`src/sv/fir_q15_pkg.sv`:
```
// Shared types and constants for the Q15 FIR filter core.
// Holds field widths, operation codes and the controller/datapath command and status structs.
// No dependencies.
package fir_q15_pkg;

  // Payload field widths.
  localparam int DATA_W      = 16;
  localparam int IDX_W       = 6;
  localparam int TAP_W       = 7;
  localparam int IN_TDATA_W  = 24;
  localparam int OUT_TDATA_W = 16;

  // Default delay line and coefficient table depth.
  localparam int MAX_TAPS_DEF = 64;

  // Tap count after reset.
  localparam logic [TAP_W-1:0] TAP_COUNT_RESET = 7'd64;

  // Fixed-point constants: rounding bit, saturation bound and output shift.
  localparam int ROUND_SHIFT = 14;
  localparam int SAT_BITS    = 30;
  localparam int OUT_SHIFT   = 15;

  // Request kinds carried on in_tuser.
  typedef enum logic {
    OP_SAMPLE = 1'b0,
    OP_COEF   = 1'b1
  } op_t;

  // Commands from the controller to the datapath.
  typedef struct packed {
    logic capture;   // latch the accepted request
    logic clr;       // write zero to both memories at the clear address
    logic wr_coef;   // store the latched coefficient
    logic wr_samp;   // push the latched sample and restart the tap walk
    logic rd;        // read one tap pair
    logic out_load;  // move the finished sum into the output register
  } cmd_t;

  // Status from the datapath to the controller.
  typedef struct packed {
    logic clr_last;  // clear address is at the last entry
    logic busy;      // multiply-accumulate pipeline still holds taps
    logic out_free;  // output register can take a result this cycle
  } sts_t;

endpackage

```
`src/sv/fir_q15_ram.sv`:
```
// Generic single-write, single-read RAM with a registered read port.
// Used for the coefficient table and the sample delay line.
// No dependencies.
module fir_q15_ram #(
  parameter int WIDTH = 16,
  parameter int DEPTH = 64
) (
  input  logic                                       clk,
  input  logic                                       we,
  input  logic [(DEPTH > 1 ? $clog2(DEPTH) : 1)-1:0] waddr,
  input  logic [WIDTH-1:0]                           wdata,
  input  logic [(DEPTH > 1 ? $clog2(DEPTH) : 1)-1:0] raddr,
  output logic [WIDTH-1:0]                           rdata
);

  logic [WIDTH-1:0] mem [0:DEPTH-1];
  logic [WIDTH-1:0] rdata_r;

  // Write port and registered read port.
  always_ff @(posedge clk) begin
    if (we) begin
      mem[waddr] <= wdata;
    end
    rdata_r <= mem[raddr];
  end

  assign rdata = rdata_r;

endmodule

```
`src/sv/fir_q15_ctrl.sv`:
```
// Controller for the Q15 FIR filter core: clearing pass, request decode and tap sequencing.
// Also holds the tap count register.
// Depends on fir_q15_pkg.
module fir_q15_ctrl #(
  parameter int MAX_TAPS = fir_q15_pkg::MAX_TAPS_DEF
) (
  input  logic                           clk,
  input  logic                           rst_n,
  input  logic                           in_tvalid,
  input  logic                           in_tuser,
  output logic                           in_tready,
  input  logic                           cfg_wr_en,
  input  logic [fir_q15_pkg::TAP_W-1:0]  cfg_wr_data,
  input  fir_q15_pkg::sts_t              sts,
  output fir_q15_pkg::cmd_t              cmd
);

  typedef enum logic [2:0] {
    S_CLEAR,
    S_IDLE,
    S_WR_COEF,
    S_WR_SAMP,
    S_RUN,
    S_DRAIN
  } state_t;

  state_t                          st_r, st_nxt;
  logic [fir_q15_pkg::TAP_W-1:0]   k_r, k_nxt;
  logic [fir_q15_pkg::TAP_W-1:0]   tap_count_r, tap_count_nxt;
  logic [fir_q15_pkg::TAP_W-1:0]   taps_eff;
  logic [fir_q15_pkg::TAP_W-1:0]   k_inc;

  // Tap count limited to the table depth.
  assign taps_eff = (32'(tap_count_r) > 32'(MAX_TAPS)) ?
                    fir_q15_pkg::TAP_W'(MAX_TAPS) : tap_count_r;
  assign k_inc    = k_r + 1'b1;

  // The configuration register takes every write.
  assign tap_count_nxt = cfg_wr_en ? cfg_wr_data : tap_count_r;

  // Requests are taken only while the controller waits in idle.
  assign in_tready = (st_r == S_IDLE);

  // Next state and command decode.
  always_comb begin
    st_nxt = st_r;
    k_nxt  = k_r;
    cmd    = '0;
    case (st_r)
      S_CLEAR: begin
        cmd.clr = 1'b1;
        if (sts.clr_last) begin
          st_nxt = S_IDLE;
        end
      end
      S_IDLE: begin
        if (in_tvalid) begin
          cmd.capture = 1'b1;
          st_nxt = (in_tuser == fir_q15_pkg::OP_COEF) ? S_WR_COEF : S_WR_SAMP;
        end
      end
      S_WR_COEF: begin
        cmd.wr_coef = 1'b1;
        st_nxt      = S_IDLE;
      end
      S_WR_SAMP: begin
        cmd.wr_samp = 1'b1;
        k_nxt       = '0;
        st_nxt      = (taps_eff == '0) ? S_DRAIN : S_RUN;
      end
      S_RUN: begin
        cmd.rd = 1'b1;
        k_nxt  = k_inc;
        if (k_inc == taps_eff) begin
          st_nxt = S_DRAIN;
        end
      end
      S_DRAIN: begin
        if (!sts.busy && sts.out_free) begin
          cmd.out_load = 1'b1;
          st_nxt       = S_IDLE;
        end
      end
      default: begin
        st_nxt = S_IDLE;
      end
    endcase
  end

  // State, tap counter and tap count register.
  always_ff @(posedge clk) begin
    if (!rst_n) begin
      st_r        <= S_CLEAR;
      k_r         <= '0;
      tap_count_r <= fir_q15_pkg::TAP_COUNT_RESET;
    end else begin
      st_r        <= st_nxt;
      k_r         <= k_nxt;
      tap_count_r <= tap_count_nxt;
    end
  end

  // A result is never loaded over one that is still waiting.
  a_load_free: assert property (@(posedge clk) disable iff (!rst_n)
    cmd.out_load |-> sts.out_free)
    else $error("result loaded while output register is occupied");

  // Tap reads stay inside the active tap count.
  a_rd_bound: assert property (@(posedge clk) disable iff (!rst_n)
    cmd.rd |-> (k_r < taps_eff))
    else $error("tap read beyond the active tap count");

  // No request is taken in the first cycle after reset; the clearing pass runs first.
  a_clear_first: assert property (@(posedge clk) disable iff (!rst_n)
    ($past(!rst_n) && rst_n) |-> !in_tready)
    else $error("request accepted before the clearing pass");

endmodule

```
`src/sv/fir_q15_dp.sv`:
```
// Datapath for the Q15 FIR filter core: memories, pointers, multiply-accumulate and output register.
// Executes the controller's commands and reports pipeline and output status.
// Depends on fir_q15_pkg and fir_q15_ram.
module fir_q15_dp #(
  parameter int MAX_TAPS = fir_q15_pkg::MAX_TAPS_DEF
) (
  input  logic                                 clk,
  input  logic                                 rst_n,
  input  logic [fir_q15_pkg::IN_TDATA_W-1:0]   in_tdata,
  input  logic                                 in_tlast,
  output logic                                 out_tvalid,
  input  logic                                 out_tready,
  output logic [fir_q15_pkg::OUT_TDATA_W-1:0]  out_tdata,
  output logic                                 out_tlast,
  input  fir_q15_pkg::cmd_t                    cmd,
  output fir_q15_pkg::sts_t                    sts
);

  localparam int DW    = fir_q15_pkg::DATA_W;
  localparam int IW    = fir_q15_pkg::IDX_W;
  localparam int AW    = (MAX_TAPS > 1) ? $clog2(MAX_TAPS) : 1;
  localparam int ACC_W = 2 * DW + $clog2(MAX_TAPS + 1) + 1;
  localparam int SB    = fir_q15_pkg::SAT_BITS;
  localparam int RS    = fir_q15_pkg::ROUND_SHIFT;
  localparam int OS    = fir_q15_pkg::OUT_SHIFT;

  localparam logic [AW-1:0] LAST_ADDR = AW'(MAX_TAPS - 1);

  localparam logic signed [ACC_W-1:0] ROUND_C =
    {{(ACC_W - RS - 1){1'b0}}, 1'b1, {RS{1'b0}}};
  localparam logic signed [ACC_W-1:0] SAT_HI = {{(ACC_W - SB){1'b0}}, {SB{1'b1}}};
  localparam logic signed [ACC_W-1:0] SAT_LO = {{(ACC_W - SB){1'b1}}, {SB{1'b0}}};

  // Latched request.
  logic [DW-1:0]             val_r;
  logic [IW-1:0]             idx_r;
  logic                      last_r;

  // Pointers and counters.
  logic [AW-1:0]             clr_addr_r;
  logic [AW-1:0]             wptr_r;
  logic [AW-1:0]             rd_ptr_r;
  logic [AW-1:0]             coef_addr_r;

  // Multiply-accumulate pipeline.
  logic                      v1_r, v2_r;
  logic signed [2*DW-1:0]    prod_r;
  logic signed [ACC_W-1:0]   acc_r;
  logic signed [ACC_W-1:0]   sat_w;

  // Output register.
  logic                      out_valid_r;
  logic [DW-1:0]             out_data_r;
  logic                      out_last_r;

  // Memory ports.
  logic                      coef_we, samp_we;
  logic [AW-1:0]             coef_waddr, samp_waddr;
  logic [DW-1:0]             coef_wdata, samp_wdata;
  logic [DW-1:0]             coef_q, samp_q;
  logic                      idx_ok;

  // Coefficient writes past the table depth are dropped.
  assign idx_ok = ({26'd0, idx_r} < 32'(MAX_TAPS));

  // The clearing pass writes zero to the same address of both memories.
  assign coef_we    = cmd.clr | (cmd.wr_coef & idx_ok);
  assign coef_waddr = cmd.clr ? clr_addr_r : AW'(idx_r);
  assign coef_wdata = cmd.clr ? '0 : val_r;
  assign samp_we    = cmd.clr | cmd.wr_samp;
  assign samp_waddr = cmd.clr ? clr_addr_r : wptr_r;
  assign samp_wdata = cmd.clr ? '0 : val_r;

  fir_q15_ram #(
    .WIDTH (DW),
    .DEPTH (MAX_TAPS)
  ) u_coef_ram (
    .clk   (clk),
    .we    (coef_we),
    .waddr (coef_waddr),
    .wdata (coef_wdata),
    .raddr (coef_addr_r),
    .rdata (coef_q)
  );

  fir_q15_ram #(
    .WIDTH (DW),
    .DEPTH (MAX_TAPS)
  ) u_samp_ram (
    .clk   (clk),
    .we    (samp_we),
    .waddr (samp_waddr),
    .wdata (samp_wdata),
    .raddr (rd_ptr_r),
    .rdata (samp_q)
  );

  // Request payload capture.
  always_ff @(posedge clk) begin
    if (cmd.capture) begin
      idx_r  <= in_tdata[IW-1:0];
      val_r  <= in_tdata[IW+DW-1:IW];
      last_r <= in_tlast;
    end
  end

  // Clear address, write pointer and the read walk from newest sample backward.
  always_ff @(posedge clk) begin
    if (!rst_n) begin
      clr_addr_r  <= '0;
      wptr_r      <= '0;
      rd_ptr_r    <= '0;
      coef_addr_r <= '0;
    end else begin
      if (cmd.clr && clr_addr_r != LAST_ADDR) begin
        clr_addr_r <= clr_addr_r + 1'b1;
      end
      if (cmd.wr_samp) begin
        rd_ptr_r    <= wptr_r;
        coef_addr_r <= '0;
        wptr_r      <= (wptr_r == LAST_ADDR) ? '0 : wptr_r + 1'b1;
      end else if (cmd.rd) begin
        rd_ptr_r    <= (rd_ptr_r == '0) ? LAST_ADDR : rd_ptr_r - 1'b1;
        coef_addr_r <= coef_addr_r + 1'b1;
      end
    end
  end

  // Pipeline valid flags: read data, then product.
  always_ff @(posedge clk) begin
    if (!rst_n) begin
      v1_r <= 1'b0;
      v2_r <= 1'b0;
    end else begin
      v1_r <= cmd.rd;
      v2_r <= v1_r;
    end
  end

  // Product register and accumulator seeded with the rounding constant.
  always_ff @(posedge clk) begin
    prod_r <= $signed(coef_q) * $signed(samp_q);
    if (cmd.wr_samp) begin
      acc_r <= ROUND_C;
    end else if (v2_r) begin
      acc_r <= acc_r + {{(ACC_W - 2*DW){prod_r[2*DW-1]}}, prod_r};
    end
  end

  // Saturate the sum before the output shift.
  always_comb begin
    if (acc_r > SAT_HI) begin
      sat_w = SAT_HI;
    end else if (acc_r < SAT_LO) begin
      sat_w = SAT_LO;
    end else begin
      sat_w = acc_r;
    end
  end

  // Output register: loaded by the controller, emptied when the receiver takes it.
  always_ff @(posedge clk) begin
    if (!rst_n) begin
      out_valid_r <= 1'b0;
    end else if (cmd.out_load) begin
      out_valid_r <= 1'b1;
    end else if (out_tready) begin
      out_valid_r <= 1'b0;
    end
  end

  always_ff @(posedge clk) begin
    if (cmd.out_load) begin
      out_data_r <= sat_w[OS+DW-1:OS];
      out_last_r <= last_r;
    end
  end

  assign out_tvalid = out_valid_r;
  assign out_tdata  = out_data_r;
  assign out_tlast  = out_last_r;

  assign sts.clr_last = (clr_addr_r == LAST_ADDR);
  assign sts.busy     = v1_r | v2_r;
  assign sts.out_free = !out_valid_r || out_tready;

  // A result is only taken once every product has reached the accumulator.
  a_drained: assert property (@(posedge clk) disable iff (!rst_n)
    cmd.out_load |-> (!v1_r && !v2_r))
    else $error("result loaded with products still in flight");

  // The tap walk starts at the sample just written.
  a_walk_start: assert property (@(posedge clk) disable iff (!rst_n)
    cmd.wr_samp |=> (rd_ptr_r == $past(wptr_r)) && (coef_addr_r == '0))
    else $error("tap walk did not start at the newest sample");

  // A product only follows a read that returned data.
  a_pipe_order: assert property (@(posedge clk) disable iff (!rst_n)
    v2_r |-> $past(v1_r))
    else $error("product stage valid without a preceding read");

endmodule

```
`src/sv/fir_filter_q15_core.sv`:
```
// Top level of the Q15 direct-form FIR filter core.
// Depends on fir_q15_pkg, fir_q15_ctrl, fir_q15_dp and fir_q15_ram.
//
// Usage:
//   The input stream carries two kinds of request, chosen by in_tuser. A sample
//   request (in_tuser = 0) pushes in_tdata's value into the delay line and
//   produces one filtered Q15 sample on the output stream, with in_tlast copied
//   to out_tlast. A coefficient request (in_tuser = 1) stores a tap weight at
//   coef_index and produces nothing. cfg_wr_en writes the tap count (0 to 127).
//   Sequencing: the sample is written to the delay line, then the single shared
//   multiplier takes one tap per cycle from the coefficient and delay line
//   memories (counts above MAX_TAPS act as MAX_TAPS), the pipeline drains and
//   the sum moves to the output register; the next request is accepted in the
//   cycle out_tvalid rises. A coefficient request is stored, then back to idle.
//   Reset: the tap count returns to 64, and a clearing pass zeroes both memories;
//   in_tready stays low until it ends. Configuration writes are taken during
//   the pass.
//   Stall: the result waits in an output register; one more sample request is
//   accepted and processed, and it holds in its final step until the receiver
//   takes the waiting result.
module fir_filter_q15_core #(
  parameter int MAX_TAPS = fir_q15_pkg::MAX_TAPS_DEF
) (
  input  logic                                 clk,
  input  logic                                 rst_n,
  // Request stream.
  input  logic                                 in_tvalid,
  output logic                                 in_tready,
  input  logic [fir_q15_pkg::IN_TDATA_W-1:0]   in_tdata,   // coef_index[5:0], value[21:6], zero[23:22]
  input  logic                                 in_tuser,   // operation
  input  logic                                 in_tlast,   // block_end
  // Result stream.
  output logic                                 out_tvalid,
  input  logic                                 out_tready,
  output logic [fir_q15_pkg::OUT_TDATA_W-1:0]  out_tdata,  // filtered_sample[15:0]
  output logic                                 out_tlast,  // block_end_out
  // Tap count register.
  input  logic                                 cfg_wr_en,
  input  logic [fir_q15_pkg::TAP_W-1:0]        cfg_wr_data
);

  fir_q15_pkg::cmd_t cmd;
  fir_q15_pkg::sts_t sts;

  // Sequencing and tap count.
  fir_q15_ctrl #(
    .MAX_TAPS (MAX_TAPS)
  ) u_ctrl (
    .clk         (clk),
    .rst_n       (rst_n),
    .in_tvalid   (in_tvalid),
    .in_tuser    (in_tuser),
    .in_tready   (in_tready),
    .cfg_wr_en   (cfg_wr_en),
    .cfg_wr_data (cfg_wr_data),
    .sts         (sts),
    .cmd         (cmd)
  );

  // Memories, multiply-accumulate and output register.
  fir_q15_dp #(
    .MAX_TAPS (MAX_TAPS)
  ) u_dp (
    .clk        (clk),
    .rst_n      (rst_n),
    .in_tdata   (in_tdata),
    .in_tlast   (in_tlast),
    .out_tvalid (out_tvalid),
    .out_tready (out_tready),
    .out_tdata  (out_tdata),
    .out_tlast  (out_tlast),
    .cmd        (cmd),
    .sts        (sts)
  );

endmodule

```
`config.mk`:
```
export PLATFORM = sky130hd
export DESIGN_NAME = fir_filter_q15_core
export DESIGN_NICKNAME = d
export VERILOG_FILES = /design/src/sv/fir_q15_pkg.sv /design/src/sv/fir_q15_ram.sv /design/src/sv/fir_q15_ctrl.sv /design/src/sv/fir_q15_dp.sv /design/src/sv/fir_filter_q15_core.sv
export SDC_FILE = /design/constraint.sdc
export NUM_CORES = 2
export LEC_CHECK = 0
export ABC_AREA = 1
export CAP_MARGIN = 30
export CORE_MARGIN = 4
export CORE_UTILIZATION = 45
export DETAILED_ROUTE_END_ITERATION = 7
export DONT_BUFFER_PORTS = 1
export PLACE_DENSITY = 0.71
export SLEW_MARGIN = 20
export SYNTH_ARGS = -nofsm -noshare
export SYNTH_HDL_FRONTEND = slang
export SYNTH_SLANG_ARGS = --single-unit
export TNS_END_PERCENT = 5
```
`constraint.sdc`:
```
create_clock -name clk -period 4.96 [get_ports clk]
set_input_delay 0.992 -clock clk [delete_from_list [all_inputs] [get_ports clk]]
set_output_delay 0.992 -clock clk [all_outputs]
set_load 0.02 [all_outputs]
```
Word-level counts from Yosys, hierarchy flattened
Memory sizes are Yosys's and may differ from the RTL's. A register that Yosys moved wholly into a read port is not among the register bits.
Cells that the tools add are included.

storage, ports and cells
  flip-flop bits (word level) = 156
  bits in writable memories = 2048
  bits of input ports = 38
  output and inout bits = 19
  logic and storage cells = 90
  memories kept = 2

memory list
  name                 depth  width  read ports  clocked after Yosys merged registers in  write ports  line               source
  u_dp.u_coef_ram.mem  64     16     1           1                                        1            fir_q15_ram.sv:16  logic [WIDTH-1:0] mem [0:DEPTH-1];
  u_dp.u_samp_ram.mem  64     16     1           1                                        1            fir_q15_ram.sv:16

cells by class
  add/sub/neg operators = 6
  $mul = 1
  magnitude comparators = 3
  equality and inequality tests = 13
  muxes and demuxes = 31
  bitwise logic cells = 4
  reductions and logical operators = 13

operator list
  operator              number
  $add 40x40->40        1
  $gt 40x31->1 const B  1
  $lt 40x31->1 const B  1
  $mux 6                6
  $mul 16x16->32        1
  $mux 31               1
  $add 6x1->6 const B   3
  $mux 1                16
  $mux 16               1
  $pmux 3 s5            1
  $pmux 7 s2            1
  $eq 6x6->1 const B    2
  $mux 3                4
  $add 7x1->7 const B   1
  $eq 7x7->1            1
  $gt 7x7->1 const B    1
  $logic_not 7->1       1
  $mux 7                1
  $eq 3x2->1 const B    2
  $eq 3x3->1 const B    2
  $logic_not 6->1       1
  $ne 6x6->1 const B    1
  $reduce_bool 2->1     3
  $sub 6x1->6 const B   1
  11 further kinds      17

Depth between registers and ports, before layout
  word-level depth = 6
  mapped depth = 25
  depth with buffers taken out = 23

Cells and area by module
From an unflattened synthesis, not the netlist that was laid out.

second synthesis, totals
  cells, all modules = 9707
  area, all modules = 103620.6 um^2

modules (own cells, without submodules)
  module        instances  cells an instance  area each (um^2)  seq. area each (um^2)
  fir_q15_ram   2          3517               42099.1           31069.8
  fir_q15_dp    1          2513               18431.4           3183.1
  fir_q15_ctrl  1          160                991.0             340.3

Least setup slack after synthesis
Ideal clock, no wire load.

  path kind = register -> register
  from = reg u_dp.u_samp_ram.rdata_r[5], in the netlist u_dp.u_samp_ram.rdata[5] (read register of u_dp.u_samp_ram.mem)
  to = reg u_dp.prod_r[28]
  setup time = 0.072 ns
  data arrival time = 5.375 ns
  required time = 4.888 ns
  slack = -0.487 ns
  stages on the path, launching flop included = 20
  path buffers = 2
  period minus slack after synthesis = 5.447 ns
  path through = dfxtp_1 -> clkbuf_1 -> clkbuf_1 -> nand2_1 -> fa_1 -> inv_1 -> fa_1 -> inv_1 -> fa_1 -> fa_1 -> fa_1 -> fa_1 -> inv_1 -> ha_1 -> a21o_1 -> o21bai_1 -> a21oi_1 -> nand3_1 -> a21oi_1 -> xor2_1

on the way
  word-level cells in the longest chain between the ends = 1

RTL lines
  what                  line               source
  from (decl)           fir_q15_ram.sv:17  logic [WIDTH-1:0] rdata_r;
  $mul 16x16->32        fir_q15_dp.sv:142  prod_r <= $signed(coef_q) * $signed(samp_q);
  to (signal assigned)  fir_q15_dp.sv:142
  to (decl)             fir_q15_dp.sv:47   logic signed [2*DW-1:0] prod_r;

Every way passes these cells.
A chain may end at the register's enable or synchronous reset.

Final worst setup path
  from = reg u_dp.u_samp_ram.rdata_r[7], in the netlist u_dp.u_samp_ram.rdata[7] (read register of u_dp.u_samp_ram.mem)
  to = reg u_dp.prod_r[29]

The elaborated chain is that of the path after synthesis.

==> metrics.txt <==
# TYPE chip_impl_metric gauge
chip_impl_info{name="critical_path.most_common_cell",value="fa_1"} 1
chip_impl_metric{name="port-buffer-count",unit=""} 0
chip_impl_metric{name="routabilityCongestion",unit=""} 0.898
chip_impl_metric{name="cts_buffers",unit=""} 212
chip_impl_metric{name="clock_tree.htree_level_count",unit=""} 4
chip_impl_metric{name="drt-pass1-iter-count",unit=""} 8
chip_impl_metric{name="grt.total_usage",unit="%"} 22.6
chip_impl_metric{name="fmaxAchievable",unit="MHz"} 191
chip_impl_metric{name="number_of_flops_mapped_to_enable_cells_by_yosys",unit=""} 2088
chip_impl_metric{name="worst-slew-pin-transition",unit="ns"} 1.03
chip_impl_metric{name="max_stage_delay",unit="ns"} 0.63
chip_impl_metric{name="r2r.worst_path.cells",unit=""} 21
chip_impl_info{name="rr_endpoint",value="u_dp.prod_r[29]"} 1
chip_impl_metric{name="die_w",unit="um"} 479
chip_impl_metric{name="worst_slew_margin_rel",unit="%"} 31.3
chip_impl_info{name="main_synth_ff_type",value="edfxtp_1"} 1
chip_impl_info{name="critical_path_class",value="register to register"} 1
chip_impl_metric{name="design.core.area",unit="um2"} 220000
chip_impl_metric{name="cap_violations",unit=""} 0
chip_impl_metric{name="timing.critical_path.buf_inv",unit=""} 5
chip_impl_metric{name="antenna_violations_before_repair",unit=""} 12
chip_impl_metric{name="holdBufCountCts",unit=""} 0
chip_impl_metric{name="postRouteAntennaNets",unit=""} 0
chip_impl_metric{name="final_nets",unit=""} 9137
chip_impl_metric{name="synth_seq_cells",unit=""} 2236
chip_impl_metric{name="worst_ep_required_time",unit="ns"} 5.72
chip_impl_metric{name="chipHeight",unit="um"} 479
chip_impl_metric{name="synth-warning-count",unit=""} 0
chip_impl_metric{name="flow.area_growth_from_synthesis",unit="%"} 13.3
chip_impl_metric{name="worst-path-max-fanout",unit=""} 13
chip_impl_metric{name="vias_per_cell",unit=""} 5.78
chip_impl_metric{name="drt_drc",unit=""} 1
chip_impl_info{name="critPathCaptureType",value="register"} 1
chip_impl_metric{name="clock-skew-final",unit="ns"} 0.0482
chip_impl_metric{name="netlist-cell-type-count",unit=""} 52
chip_impl_info{name="unrepaired_setup_endpoints_after_global_routing",value="true"} 1
chip_impl_info{name="mostFrequentLayoutCells",value="edfxtp_1, nor2_1, o21ai_0, nand2_1, inv_1"} 1
chip_impl_metric{name="yosysSeqAreaShare",unit="%"} 65.7
chip_impl_metric{name="dr.first_iter.drc_count",unit=""} 8776
chip_impl_metric{name="finalCriticalPeriod",unit="ns"} 5.23
chip_impl_info{name="cp-endpoint",value="u_dp.prod_r[29]"} 1
chip_impl_metric{name="std_cell_rows",unit=""} 172
chip_impl_metric{name="hold_viol",unit=""} 0
chip_impl_info{name="mostFrequentLayoutCell",value="edfxtp_1"} 1
chip_impl_metric{name="post_drt_wl_per_cell",unit="um"} 22.5
chip_impl_metric{name="start_util",unit="%"} 45.3
chip_impl_info{name="worstPathCellList",value="buf_12, nand2_1, fa_1, inv_1, fa_1, fa_2, fa_1, fa_1, inv_1, fa_1, inv_1, ha_4, nand2_2, inv_2, nand2_4, nor3_2, nand4_1, nand3_2, nand3_2, nand3_2, xor2_1"} 1
chip_impl_metric{name="wirelength",unit="mm"} 266
chip_impl_metric{name="final_core_utilization",unit="%"} 51.4
chip_impl_metric{name="syn-cell-area",unit="um2"} 99900
chip_impl_info{name="clock_tree_from_tritoncts",value="done"} 1
chip_impl_metric{name="grt_start_max_net_pins",unit=""} 205
chip_impl_info{name="run_status",value="complete, but fails checks"} 1
chip_impl_metric{name="worstSkewPairLatency",unit="ns"} 0.87
chip_impl_metric{name="die_area",unit="um2"} 230000
chip_impl_info{name="start_kind",value="register"} 1
chip_impl_metric{name="placed_wire_length_estimate",unit="mm"} 157
chip_impl_info{name="slowest_library_cell_on_the_worst_path",value="fa_2"} 1
chip_impl_info{name="timing.critical_path.from",value="u_dp.u_samp_ram.rdata[7]"} 1
chip_impl_metric{name="num_vias",unit=""} 68500
chip_impl_info{name="crit_family",value="adder cells"} 1
chip_impl_metric{name="first_global_vias",unit=""} 67400
chip_impl_metric{name="setup_viol_count_final",unit=""} 18
chip_impl_metric{name="dpl.cell_count",unit=""} 11400
chip_impl_info{name="hold_path_class",value="input pin to register"} 1
chip_impl_metric{name="grt_overflow",unit=""} 0
chip_impl_metric{name="final_critical_path_setup_slack",unit="ns"} -0.272
chip_impl_metric{name="syn_nets",unit=""} 9033
chip_impl_metric{name="cell_count_after_synthesis",unit=""} 8605
chip_impl_metric{name="reg2reg_setup_slack",unit="ns"} -0.27
chip_impl_metric{name="instances_no_fill",unit=""} 11900
chip_impl_info{name="failed_checks",value="design-rule violations, negative setup slack"} 1
chip_impl_metric{name="cts.clk_slew.worst_paths",unit="ns"} 0.06
chip_impl_metric{name="worst-endpoint-arrival",unit="ns"} 5.99
chip_impl_metric{name="cp.depth",unit=""} 21
chip_impl_metric{name="syn_area_per_cell",unit="um2"} 11.6
chip_impl_metric{name="design.portCount",unit=""} 57
chip_impl_metric{name="cts_buffer_depth",unit=""} 3
chip_impl_metric{name="post_route_cells_drive_above_1_share",unit="%"} 10.8
chip_impl_metric{name="final.period_utilization",unit="%"} 105
chip_impl_info{name="critical_path.reg2reg.startpoint",value="u_dp.u_samp_ram.rdata[7]"} 1
chip_impl_metric{name="report.final.slew_viol_count",unit=""} 0
chip_impl_metric{name="clock-sinks",unit=""} 2236
chip_impl_info{name="cts.root.buffer_cell",value="clkbuf_16"} 1
chip_impl_metric{name="grt_pass1_wl",unit="mm"} 403
chip_impl_metric{name="asyncSetResetFlopFracSynth",unit="%"} 0
[per-layer routing]
layer / wire length, um / up-vias / GRT usage (%)
li1: - / 30600 / -
met1: 102000 / 33700 / 29.8
met2: 126000 / 3624 / 36.6
met3: 26900 / 604 / 4.29
met4: 12100 / 6 / 10.1
met5: 41 / - / 0
[area by class of cell]
class / instances / area (um2)
multi-input combinational: 5129 / 30300
sequential: 2236 / 65700
fill: 18300 / 107000
timing repair buffer: 405 / 3860
antenna: 2 / 5.00
clock buffer: 269 / 5690
clock inverter: 127 / 1210
tap: 2958 / 3700
inverter: 725 / 2760
[cells in the mapped netlist, types with 9 or more instances]
cell type	number	area [um2]
a21oi_1	157	786
a31oi_1	17	106
buf_1	27	101
buf_2	84	420
clkbuf_1	395	1480
dfxtp_1	148	2960
edfxtp_1	2088	62700
fa_1	263	5270
ha_1	127	1590
inv_1	711	2670
inv_2	9	33.8
nand2_1	891	3340
nand3_1	257	1290
nand4_1	86	538
nor2_1	1409	5290
nor3_1	23	115
nor4_1	11	68.8
o211ai_1	68	510
o21ai_0	1199	6000
o21ai_2	10	87.6
o21bai_1	16	120
o221ai_1	171	1500
o22ai_1	313	1960
or2_2	12	75.1
xnor2_1	23	201
xor2_1	33	289
[sequential cells by signal, indices dropped and copies added (netlist names), 3 cells and up]
name and cells:
u_dp.u_coef_ram.mem 1024, u_dp.u_samp_ram.mem 1024, u_dp.acc_r 40, u_dp.prod_r 32, u_dp.out_tdata 16, u_dp.u_coef_ram.rdata 16
u_dp.u_samp_ram.rdata 16, u_dp.val_r 16, u_ctrl.k_r 7, u_ctrl.tap_count_r 7, u_dp.clr_addr_r 6, u_dp.coef_addr_r 6
u_dp.idx_r 6, u_dp.rd_ptr_r 6, u_dp.wptr_r 6, u_ctrl.st_r 3
[stage by stage]
stage	cell area [um2]	hold slack [ns]	TNS, ns	setup WS (ns)
floorplan	100000	0.400	-0.0163	-0.0103
global placement	105000	0.401	-5.44	-0.461
detailed placement	106000	0.412	-6.80	-0.502
CTS	113000	0.169	-2.01	-0.222
global route	113000	0.177	-6.90	-0.453
finish	113000	0.218	-2.50	-0.272
[what timing repair did]
item,CTS,global route
pin swaps,14,42
setup buffers,6,11
setup endpoints to repair,22,23
gates resized for setup,69,93
gates cloned,0,0
[worst min-delay path by stage]
stage	cells after the start	from	end	slack [ns]
floorplan	0	u_dp.last_r	u_dp.out_tlast	0.40
global placement	0	u_dp.last_r	u_dp.out_tlast	0.40
detailed placement	0	u_dp.last_r	u_dp.out_tlast	0.41
CTS	0	in_tdata[0]	u_dp.idx_r[0]	0.17
global route	0	in_tdata[19]	u_dp.val_r[13]	0.18
finish	0	in_tdata[19]	u_dp.val_r[13]	0.22
[cell families after synthesis]
family | Yosys count | synth area share, %
flip-flops | 2236 | 65.7
AO/OA/AOI/OAI | 1975 | 11.3
AND/OR/NAND/NOR | 2708 | 10.9
buffers and inverters | 1240 | 4.80
adder cells (fa/ha/maj) | 390 | 6.86
XOR/XNOR | 56 | 0.491
Power is left out: the tool's default activity adds up to more than one toggle a clock period on the data nets, which glitch-free logic cannot reach.
